### src/rtl/core/md4_pkg.sv
`timescale 1ns / 1ps
`default_nettype none
// ----------------------------------------------------------------------------
// md4_pkg
// shared types, constants and step functions of the md4 hash engine
// ----------------------------------------------------------------------------
package md4_pkg;

  localparam int CountW = 61;
  localparam int StepW  = 6;
  localparam logic [StepW-1:0] NumSteps = 6'd48;

  localparam logic [31:0] InitA = 32'h67452301;
  localparam logic [31:0] InitB = 32'hEFCDAB89;
  localparam logic [31:0] InitC = 32'h98BADCFE;
  localparam logic [31:0] InitD = 32'h10325476;
  localparam logic [31:0] RoundK1 = 32'h5A827999;
  localparam logic [31:0] RoundK2 = 32'h6ED9EBA1;
  localparam logic [7:0]  PadMarker = 8'h80;

  localparam logic [1:0] RND_F = 2'd0;
  localparam logic [1:0] RND_G = 2'd1;
  localparam logic [1:0] RND_H = 2'd2;

  typedef struct packed {
    logic put_byte;
    logic pad_mark;
    logic len_write;
    logic len_clear;
    logic comp_start;
    logic emit;
  } md4_cmd_t;

  typedef struct packed {
    logic pos_last;
    logic pos_ge56;
    logic comp_done;
  } md4_sts_t;

  // message word index used by a step
  function automatic logic [3:0] md4_msg_idx(input logic [StepW-1:0] step);
    logic [3:0] idx;
    case (step[5:4])
      RND_F:   idx = step[3:0];
      RND_G:   idx = {step[1:0], step[3:2]};
      RND_H:   idx = {step[0], step[1], step[2], step[3]};
      default: idx = step[3:0];
    endcase
    return idx;
  endfunction

  // rotate amount used by a step
  function automatic logic [4:0] md4_shift(input logic [StepW-1:0] step);
    logic [4:0] s;
    case (step[5:4])
      RND_F: begin
        case (step[1:0])
          2'd0:    s = 5'd3;
          2'd1:    s = 5'd7;
          2'd2:    s = 5'd11;
          default: s = 5'd19;
        endcase
      end
      RND_G: begin
        case (step[1:0])
          2'd0:    s = 5'd3;
          2'd1:    s = 5'd5;
          2'd2:    s = 5'd9;
          default: s = 5'd13;
        endcase
      end
      default: begin
        case (step[1:0])
          2'd0:    s = 5'd3;
          2'd1:    s = 5'd9;
          2'd2:    s = 5'd11;
          default: s = 5'd15;
        endcase
      end
    endcase
    return s;
  endfunction

  function automatic logic [31:0] md4_rotl(input logic [31:0] x, input logic [4:0] s);
    logic [63:0] dbl;
    dbl = {x, x} << s;
    return dbl[63:32];
  endfunction

endpackage
`default_nettype wire

### src/rtl/core/md4_in_if.sv
`timescale 1ns / 1ps
`default_nettype none
// ----------------------------------------------------------------------------
// md4_in_if
// input channel: one optional message byte and an end-of-message flag
// ----------------------------------------------------------------------------
interface md4_in_if;
  logic       valid;
  logic       ready;
  logic [7:0] msg_byte;
  logic       byte_valid;
  logic       last;

  modport source (output valid, msg_byte, byte_valid, last, input ready);
  modport sink (input valid, msg_byte, byte_valid, last, output ready);
endinterface
`default_nettype wire

### src/rtl/core/md4_out_if.sv
`timescale 1ns / 1ps
`default_nettype none
// ----------------------------------------------------------------------------
// md4_out_if
// result channel: the four digest words
// ----------------------------------------------------------------------------
interface md4_out_if;
  logic        valid;
  logic        ready;
  logic [31:0] digest_word0;
  logic [31:0] digest_word1;
  logic [31:0] digest_word2;
  logic [31:0] digest_word3;

  modport source (output valid, digest_word0, digest_word1, digest_word2, digest_word3,
                  input ready);
  modport sink (input valid, digest_word0, digest_word1, digest_word2, digest_word3,
                output ready);
endinterface
`default_nettype wire

### src/rtl/core/md4_dp.sv
`timescale 1ns / 1ps
`default_nettype none
// ----------------------------------------------------------------------------
// md4_dp
// block buffer, byte counter, chaining words, one-step-per-cycle round unit
// and the digest output register
// ----------------------------------------------------------------------------
module md4_dp
  import md4_pkg::*;
(
  input  wire logic        clk,
  input  wire logic        rst_n,
  input  wire logic [7:0]  msg_byte,
  input  wire md4_cmd_t    cmd,
  output md4_sts_t         sts,
  output logic [31:0]      digest_word0,
  output logic [31:0]      digest_word1,
  output logic [31:0]      digest_word2,
  output logic [31:0]      digest_word3
);

  logic [31:0]       block_r [16];
  logic [CountW-1:0] count_r;
  logic [31:0]       chain_r [4];
  logic [31:0]       work_r  [4];
  logic [StepW-1:0]  step_r;
  logic              busy_r;
  logic [31:0]       digest_r [4];

  logic [5:0]  pos;
  logic [3:0]  pos_w;
  logic [1:0]  pos_b;
  logic [63:0] bit_len;
  logic [31:0] keep_mask;
  logic [31:0] f_val;
  logic [31:0] x_val;
  logic [31:0] sum_val;
  logic [31:0] new_val;
  logic        stepping;

  assign pos     = count_r[5:0];
  assign pos_w   = pos[5:2];
  assign pos_b   = pos[1:0];
  assign bit_len = {count_r, 3'b000};

  always_comb begin
    case (pos_b)
      2'd0:    keep_mask = 32'h00000000;
      2'd1:    keep_mask = 32'h000000FF;
      2'd2:    keep_mask = 32'h0000FFFF;
      default: keep_mask = 32'h00FFFFFF;
    endcase
  end

  // round function on b, c, d of the rotating working set
  always_comb begin
    case (step_r[5:4])
      RND_F:   f_val = (work_r[1] & work_r[2]) | (~work_r[1] & work_r[3]);
      RND_G:   f_val = ((work_r[1] & work_r[2]) | (work_r[1] & work_r[3]) |
                        (work_r[2] & work_r[3])) + RoundK1;
      default: f_val = (work_r[1] ^ work_r[2] ^ work_r[3]) + RoundK2;
    endcase
  end

  assign x_val    = block_r[md4_msg_idx(step_r)];
  assign sum_val  = work_r[0] + f_val + x_val;
  assign new_val  = md4_rotl(sum_val, md4_shift(step_r));
  assign stepping = busy_r && (step_r != NumSteps);

  assign sts.pos_last  = (pos == 6'd63);
  assign sts.pos_ge56  = (pos >= 6'd56);
  assign sts.comp_done = busy_r && (step_r == NumSteps);

  // block buffer
  always_ff @(posedge clk) begin
    if (cmd.put_byte) begin
      block_r[pos_w][8*pos_b +: 8] <= msg_byte;
    end
    if (cmd.pad_mark) begin
      for (int k = 0; k < 16; k++) begin
        if (4'(k) == pos_w) begin
          block_r[k] <= (block_r[k] & keep_mask) | ({24'h0, PadMarker} << (8*pos_b));
        end else if (4'(k) > pos_w && !(cmd.len_write && k >= 14)) begin
          block_r[k] <= 32'h0;
        end
      end
    end
    if (cmd.len_clear) begin
      for (int k = 0; k < 14; k++) begin
        block_r[k] <= 32'h0;
      end
    end
    if (cmd.len_write || cmd.len_clear) begin
      block_r[14] <= bit_len[31:0];
      block_r[15] <= bit_len[63:32];
    end
  end

  // byte count, chaining words and round sequencing
  always_ff @(posedge clk) begin
    if (!rst_n) begin
      count_r    <= '0;
      chain_r[0] <= InitA;
      chain_r[1] <= InitB;
      chain_r[2] <= InitC;
      chain_r[3] <= InitD;
      busy_r     <= 1'b0;
      step_r     <= '0;
    end else begin
      if (cmd.put_byte) begin
        count_r <= count_r + CountW'(1);
      end
      if (cmd.comp_start) begin
        busy_r <= 1'b1;
        step_r <= '0;
      end else if (stepping) begin
        step_r <= step_r + StepW'(1);
      end else if (sts.comp_done) begin
        busy_r <= 1'b0;
        for (int k = 0; k < 4; k++) begin
          chain_r[k] <= chain_r[k] + work_r[k];
        end
      end
      if (cmd.emit) begin
        count_r    <= '0;
        chain_r[0] <= InitA;
        chain_r[1] <= InitB;
        chain_r[2] <= InitC;
        chain_r[3] <= InitD;
      end
    end
  end

  // working words rotate by one place each step
  always_ff @(posedge clk) begin
    if (cmd.comp_start) begin
      for (int k = 0; k < 4; k++) begin
        work_r[k] <= chain_r[k];
      end
    end else if (stepping) begin
      work_r[0] <= work_r[3];
      work_r[1] <= new_val;
      work_r[2] <= work_r[1];
      work_r[3] <= work_r[2];
    end
  end

  always_ff @(posedge clk) begin
    if (cmd.emit) begin
      for (int k = 0; k < 4; k++) begin
        digest_r[k] <= chain_r[k];
      end
    end
  end

  assign digest_word0 = digest_r[0];
  assign digest_word1 = digest_r[1];
  assign digest_word2 = digest_r[2];
  assign digest_word3 = digest_r[3];

endmodule
`default_nettype wire

### src/rtl/core/md4_ctrl.sv
`timescale 1ns / 1ps
`default_nettype none
// ----------------------------------------------------------------------------
// md4_ctrl
// sequencer for byte intake, block compression, padding and digest output
// ----------------------------------------------------------------------------
module md4_ctrl
  import md4_pkg::*;
(
  input  wire logic     clk,
  input  wire logic     rst_n,
  input  wire logic     in_valid,
  input  wire logic     in_byte_valid,
  input  wire logic     in_last,
  output logic          in_ready,
  output logic          out_valid,
  input  wire logic     out_ready,
  input  wire md4_sts_t sts,
  output md4_cmd_t      cmd
);

  localparam logic [2:0] ST_IDLE = 3'd0;
  localparam logic [2:0] ST_COMP = 3'd1;
  localparam logic [2:0] ST_PAD  = 3'd2;
  localparam logic [2:0] ST_LEN  = 3'd3;
  localparam logic [2:0] ST_EMIT = 3'd4;

  localparam logic [1:0] PH_DATA  = 2'd0;
  localparam logic [1:0] PH_PAD1  = 2'd1;
  localparam logic [1:0] PH_FINAL = 2'd2;

  logic [2:0] state_r, state_nxt;
  logic [1:0] phase_r, phase_nxt;
  logic       last_r, last_nxt;
  logic       out_valid_r, out_valid_nxt;

  assign in_ready  = (state_r == ST_IDLE);
  assign out_valid = out_valid_r;

  always_comb begin
    state_nxt = state_r;
    phase_nxt = phase_r;
    last_nxt  = last_r;
    cmd       = '0;
    case (state_r)
      ST_IDLE: begin
        if (in_valid) begin
          cmd.put_byte = in_byte_valid;
          if (in_byte_valid && sts.pos_last) begin
            cmd.comp_start = 1'b1;
            phase_nxt      = PH_DATA;
            last_nxt       = in_last;
            state_nxt      = ST_COMP;
          end else if (in_last) begin
            state_nxt = ST_PAD;
          end
        end
      end
      ST_PAD: begin
        cmd.pad_mark   = 1'b1;
        cmd.comp_start = 1'b1;
        state_nxt      = ST_COMP;
        if (sts.pos_ge56) begin
          phase_nxt = PH_PAD1;
        end else begin
          cmd.len_write = 1'b1;
          phase_nxt     = PH_FINAL;
        end
      end
      ST_LEN: begin
        cmd.len_clear  = 1'b1;
        cmd.comp_start = 1'b1;
        phase_nxt      = PH_FINAL;
        state_nxt      = ST_COMP;
      end
      ST_COMP: begin
        if (sts.comp_done) begin
          case (phase_r)
            PH_DATA: begin
              state_nxt = last_r ? ST_PAD : ST_IDLE;
              last_nxt  = 1'b0;
            end
            PH_PAD1:  state_nxt = ST_LEN;
            default:  state_nxt = ST_EMIT;
          endcase
        end
      end
      ST_EMIT: begin
        if (!out_valid_r || out_ready) begin
          cmd.emit  = 1'b1;
          state_nxt = ST_IDLE;
        end
      end
      default: state_nxt = ST_IDLE;
    endcase
  end

  always_comb begin
    if (cmd.emit) begin
      out_valid_nxt = 1'b1;
    end else if (out_ready) begin
      out_valid_nxt = 1'b0;
    end else begin
      out_valid_nxt = out_valid_r;
    end
  end

  always_ff @(posedge clk) begin
    if (!rst_n) begin
      state_r     <= ST_IDLE;
      phase_r     <= PH_DATA;
      last_r      <= 1'b0;
      out_valid_r <= 1'b0;
    end else begin
      state_r     <= state_nxt;
      phase_r     <= phase_nxt;
      last_r      <= last_nxt;
      out_valid_r <= out_valid_nxt;
    end
  end

  a_no_done_idle: assert property (@(posedge clk) disable iff (!rst_n)
    (state_r == ST_IDLE) |-> !sts.comp_done)
    else $error("compression finished while idle");

  a_emit_slot_free: assert property (@(posedge clk) disable iff (!rst_n)
    cmd.emit |-> (!out_valid_r || out_ready))
    else $error("digest overwrote a pending result");

  a_emit_shows: assert property (@(posedge clk) disable iff (!rst_n)
    cmd.emit |=> out_valid_r)
    else $error("digest not presented after emit");

  a_start_not_busy: assert property (@(posedge clk) disable iff (!rst_n)
    cmd.comp_start |=> (state_r == ST_COMP))
    else $error("compression started outside compress state");

endmodule
`default_nettype wire

### src/rtl/core/md4_hash.sv
`timescale 1ns / 1ps
`default_nettype none
// ----------------------------------------------------------------------------
// md4_hash
// MD4 digest engine, one optional byte per transfer
// ----------------------------------------------------------------------------
// Input is accepted only while idle. A byte that completes a 64-byte block
// holds off input while the compression runs one of its 48 steps per cycle
// through a single round unit, then adds into the chaining words. A transfer
// with last set adds padding: the marker is placed, with the length unless the
// marker falls in the last eight bytes of a block, and the block is compressed;
// in that case a further block of zeros and the length is compressed. Then the
// digest register is loaded once the result slot is free. The digest waits
// there for its transfer while the next message already streams in.
module md4_hash
  import md4_pkg::*;
(
  input  wire logic clk,
  input  wire logic rst_n,
  md4_in_if.sink    in_chan,
  md4_out_if.source out_chan
);

  md4_cmd_t cmd;
  md4_sts_t sts;

  md4_ctrl u_ctrl (
    .clk           (clk),
    .rst_n         (rst_n),
    .in_valid      (in_chan.valid),
    .in_byte_valid (in_chan.byte_valid),
    .in_last       (in_chan.last),
    .in_ready      (in_chan.ready),
    .out_valid     (out_chan.valid),
    .out_ready     (out_chan.ready),
    .sts           (sts),
    .cmd           (cmd)
  );

  md4_dp u_dp (
    .clk          (clk),
    .rst_n        (rst_n),
    .msg_byte     (in_chan.msg_byte),
    .cmd          (cmd),
    .sts          (sts),
    .digest_word0 (out_chan.digest_word0),
    .digest_word1 (out_chan.digest_word1),
    .digest_word2 (out_chan.digest_word2),
    .digest_word3 (out_chan.digest_word3)
  );

endmodule
`default_nettype wire
### src/flat_wrapper.sv
// flat-port wrapper written by rule: the top's interface ports become plain ports
module md4_hash_flat import md4_pkg::*;
  (clk, rst_n, in_chan_valid, in_chan_msg_byte, in_chan_byte_valid, in_chan_last, in_chan_ready, out_chan_valid, out_chan_digest_word0, out_chan_digest_word1, out_chan_digest_word2, out_chan_digest_word3, out_chan_ready);
  md4_in_if in_chan_i ();
  md4_out_if out_chan_i ();
  input  wire logic clk;
  input  wire logic rst_n;
  input wire logic [$bits(in_chan_i.valid)-1:0] in_chan_valid;
  input wire logic [$bits(in_chan_i.msg_byte)-1:0] in_chan_msg_byte;
  input wire logic [$bits(in_chan_i.byte_valid)-1:0] in_chan_byte_valid;
  input wire logic [$bits(in_chan_i.last)-1:0] in_chan_last;
  output wire logic [$bits(in_chan_i.ready)-1:0] in_chan_ready;
  output wire logic [$bits(out_chan_i.valid)-1:0] out_chan_valid;
  output wire logic [$bits(out_chan_i.digest_word0)-1:0] out_chan_digest_word0;
  output wire logic [$bits(out_chan_i.digest_word1)-1:0] out_chan_digest_word1;
  output wire logic [$bits(out_chan_i.digest_word2)-1:0] out_chan_digest_word2;
  output wire logic [$bits(out_chan_i.digest_word3)-1:0] out_chan_digest_word3;
  input wire logic [$bits(out_chan_i.ready)-1:0] out_chan_ready;
  assign in_chan_i.valid = in_chan_valid;
  assign in_chan_i.msg_byte = in_chan_msg_byte;
  assign in_chan_i.byte_valid = in_chan_byte_valid;
  assign in_chan_i.last = in_chan_last;
  assign in_chan_ready = in_chan_i.ready;
  assign out_chan_valid = out_chan_i.valid;
  assign out_chan_digest_word0 = out_chan_i.digest_word0;
  assign out_chan_digest_word1 = out_chan_i.digest_word1;
  assign out_chan_digest_word2 = out_chan_i.digest_word2;
  assign out_chan_digest_word3 = out_chan_i.digest_word3;
  assign out_chan_i.ready = out_chan_ready;
  md4_hash u_core (.clk(clk), .rst_n(rst_n), .in_chan(in_chan_i), .out_chan(out_chan_i));
endmodule
### config.mk
export PLATFORM = sky130hd
export DESIGN_NAME = md4_hash_flat
export DESIGN_NICKNAME = d
export VERILOG_FILES = /design/src/rtl/core/md4_pkg.sv /design/src/rtl/core/md4_in_if.sv /design/src/rtl/core/md4_out_if.sv /design/src/rtl/core/md4_dp.sv /design/src/rtl/core/md4_ctrl.sv /design/src/rtl/core/md4_hash.sv /design/src/flat_wrapper.sv
export SDC_FILE = /design/constraint.sdc
export NUM_CORES = 2
export LEC_CHECK = 0
export BUFFER_PORTS_ARGS = -buffer_cell sky130_fd_sc_hd__buf_2
export CAP_MARGIN = 20
export CORE_MARGIN = 2
export CORE_UTILIZATION = 40
export DETAILED_ROUTE_END_ITERATION = 16
export GPL_ROUTABILITY_DRIVEN = 0
export SETUP_SLACK_MARGIN = 0.05
export SYNTH_ARGS = -nofsm -noshare
export SYNTH_HDL_FRONTEND = slang
export SYNTH_SLANG_ARGS = --single-unit
### constraint.sdc
create_clock -name clk -period 9.15 [get_ports clk]
set_clock_uncertainty 0.15 [all_clocks]
set_input_delay 2.2875 -clock clk [delete_from_list [all_inputs] [get_ports clk]]
set_output_delay 2.2875 -clock clk [all_outputs]
set_load 0.05 [all_outputs]
==> qor.yml <==
endpoint: "u_core.u_dp.work_r[1][18]"
p_sw_share_pct: 36.5
fmax_mhz: 128
combPwrFrac_pct: 32.5
cts_max_level: 3
grt_max_degree: 95
cts_hold_buf: 0
cp_top_family: "compound AO/OA/AOI/OAI gates"
syn-num-nets: 6022
power_switching_mw: 5.43
post_cts_buffers: 0
coreArea_um2: 132000
cp.required_ps: 9640
synth_area_um2: 53200
crit_fanout: 15
io_pins: 144
min_path_cells: 2
synth_edf_count: 381
end_kind: "flip-flop"
dp_slack_ps: 1500
grt_util_all_layers_pct: 27.2
p_leak_nw: 22.8
ys_ff_latch: 971
ys_warn_count: 0
cts_resized: 0
nNetsFinal: 6038
reg2regPathDepth: 23
post-route-period-util_pct: 85.3
postSynth.asyncResetShare_pct: 0
setup_tns_ps: 0
use_met2_pct: 42.9
power_frac_seq_pct: 35.7
maxCapViolations: 0
cts_tree: "built"
die_h_um: 369
portBuffers: 143
rsz0062_at_grt: "no"
layout_commonest_cell: "nand2_1"
die_w_um: 369
row_count: 133
syn_to_final_growth_pct: 11.9
clkTransAtPathRegs_ps: 60
slowest_delay_ps: 710
cts_buffers: 107
ctsLongestPathBuffers: 3
drive_above_1_share_pct: 10.3
wl_per_cell_um: 24.9
start_util_pct: 40.4
most-common-layout-cells: "nand2_1, nor2_1, dfxtp_1"
busiest_layer: "met2"
wl_um: 190000
drc: 0
worstSetupPathType: "flip-flop to flip-flop"
die_area_um2: 136000
vias: 46400
outcome: "finished clean"
start_kind: "flip-flop"
ys_seq_area_share_pct: 43.7
reg2reg_to: "u_core.u_dp.work_r[1][18]"
cp_num_buf_inv: 2
critical_path_arrival_ps: 8290
nFillCells: 12600
netlist_instances: 5767
path_cells: "inv_1, ha_1, nor2_1, a21oi_4, mux4_2, and2_1, a211oi_1, a31oi_1, fa_1, ha_1, inv_1, fa_1, nand2b_1, a21oi_1, o22ai_1, o31a_1, o31a_1, o31ai_2, nor2_1, mux2i_1, o21ai_1, o31ai_1, o221a_2"
crit_cells: 23
rrSetupSlack_ps: 1350
reg2reg_from: "u_core.u_dp.step_r[4]"
via_per_inst: 6.07
max_slew_margin_pct: 14.2
critPathSlowestCell: "a21oi_4"
hp-class: "flip-flop to flip-flop"
total_power_mw: 14.9
synth.distinct_cells: 88
ir_drop_mv: 0.169
syn_avg_cell_area_um2: 9.23
dp_hpwl_um: 138000
setup_viol: 0
antenna_found_initial: 8
worst_slack_ps: 1350
grt_pass1_vias: 43400
grt_use_met1_pct: 35.4
cellPowerDensity_nw_per_um2: 250
grt_pass1_wl_um: 282000
cts-root-buf: "clkbuf_16"
clkPwrFrac_pct: 31.9
period_minus_slack_ps: 7800
critPathLaunch: "u_core.u_dp.step_r[4]"
grt_overflow: 0
drv_slew: 0
firstDrtPassIters: 9
clk-insertion-delay-late_ps: 770
hold_viol: 0
synth_flop_cell: "dfxtp_1"
p_int_mw: 9.44
grt_use_met3_pct: 6.36
antenna_left: 0
drtIter0Drc: 5325
clock_sinks: 971
tightest_slew_ps: 1280
==> cells by family after synthesis <==
family | Yosys count | share of synthesized area, %
AND/OR/NAND/NOR | 2078 | 16.6
XOR/XNOR | 233 | 3.83
flip-flops | 971 | 43.7
AO/OA/AOI/OAI | 1552 | 19.0
buffers and inverters | 495 | 3.54
adder cells (fa/ha/maj) | 241 | 6.62
multiplexers | 197 | 6.73
==> tightest hold or removal path, delay by kind of cell (launching register included) <==
| family | cells | cell delay, ps |
|---|---|---|
| flip-flops | 1 | 310 |
| AND/OR/NAND/NOR | 1 | 50 |
| AO/OA/AOI/OAI | 1 | 50 |
==> per-stage QoR <==
stage	hold WS, ps	utilization [%]	std cells	cell area (µm²)
after floorplan	279	-	5767	53200
after global placement	293	42.2	7429	55700
after detailed placement	298	42.2	7429	55700
after CTS	306	45.2	7632	59600
after global routing	330	45.2	7632	59600
final	304	45.2	7634	59600
==> power groups by stage <==
stage               clock, mW  sequential, mW  combinational (mW)
floorplan                   0            5.16                3.46
global placement            0            5.37                4.65
detailed placement          0            5.38                4.69
CTS                      4.79            5.29                4.72
global route             4.95            5.32                5.26
finish                   4.74            5.30                4.83
==> area by class of cell <==
class / instances / area (µm²) / area share (%)
diodes: 2 / 5.00 / 0.00840
well taps: 1755 / 2200 / 3.69
inverters: 188 / 711 / 1.19
clock buffers: 154 / 3230 / 5.43
clock inverters: 49 / 682 / 1.14
repair buffers: 214 / 1290 / 2.16
multi-input cells: 4301 / 28200 / 47.4
flip-flops and latches: 971 / 23300 / 39.0
==> state kept, by name, indices dropped and copies added, names as in the netlist, named ones only <==
register and cells:
u_core.u_ctrl.last_r 1, u_core.u_ctrl.out_valid 1, u_core.u_ctrl.phase_r 2, u_core.u_ctrl.state_r 3, u_core.u_dp.block_r 510, u_core.u_dp.busy_r 1, u_core.u_dp.chain_r 128, u_core.u_dp.count_r 61
u_core.u_dp.digest_r 128, u_core.u_dp.step_r 6, u_core.u_dp.work_r 128
==> synthesized netlist by cell type, drive strengths merged, types with 12 or more instances <==
master / count / area [µm²]
xor2: 120 / 1050
xnor2: 113 / 990
and3: 41 / 262
a21oi: 426 / 2130
o21ai: 319 / 1600
and2: 65 / 407
a31oi: 62 / 388
o21bai: 16 / 120
fa: 68 / 1360
nor3: 92 / 477
dfxtp: 590 / 11800
nor2: 786 / 2950
a21o: 67 / 503
nand2: 827 / 3110
nor2b: 40 / 250
nand2b: 37 / 231
o22ai: 26 / 163
o21a: 33 / 248
clkbuf: 258 / 970
buf: 49 / 211
mux2: 28 / 315
a22oi: 244 / 1830
or2: 15 / 93.8
nand4: 32 / 200
a22o: 107 / 937
mux4: 125 / 2820
or3: 38 / 238
inv: 188 / 706
a221oi: 42 / 374
ha: 173 / 2160
edfxtp: 381 / 11400
o211ai: 19 / 143
a211o: 12 / 105
mux2i: 44 / 453
nand3: 73 / 365
a211oi: 41 / 308
==> layer usage <==
metal / wire length [µm] / vias to the layer above
met5: 40 / -
met4: 9860 / 6
met3: 19500 / 490
met2: 84900 / 2550
met1: 75600 / 22500
li1: - / 20900
==> how the worst min path moves through the flow <==
stage | from | end | slack, ps
after CTS | u_core.u_dp.block_r[2][27] | u_core.u_dp.block_r[2][27] | 310
after global placement | u_core.u_dp.block_r[4][23] | u_core.u_dp.block_r[4][23] | 290
after floorplan | u_core.u_dp.block_r[4][23] | u_core.u_dp.block_r[4][23] | 280
after detailed placement | u_core.u_dp.block_r[2][27] | u_core.u_dp.block_r[2][27] | 300
after global routing | u_core.u_dp.block_r[2][6] | u_core.u_dp.block_r[2][6] | 330
final | u_core.u_dp.block_r[2][27] | u_core.u_dp.block_r[2][27] | 300
Note: power is estimated with default switching activity, not from simulation.
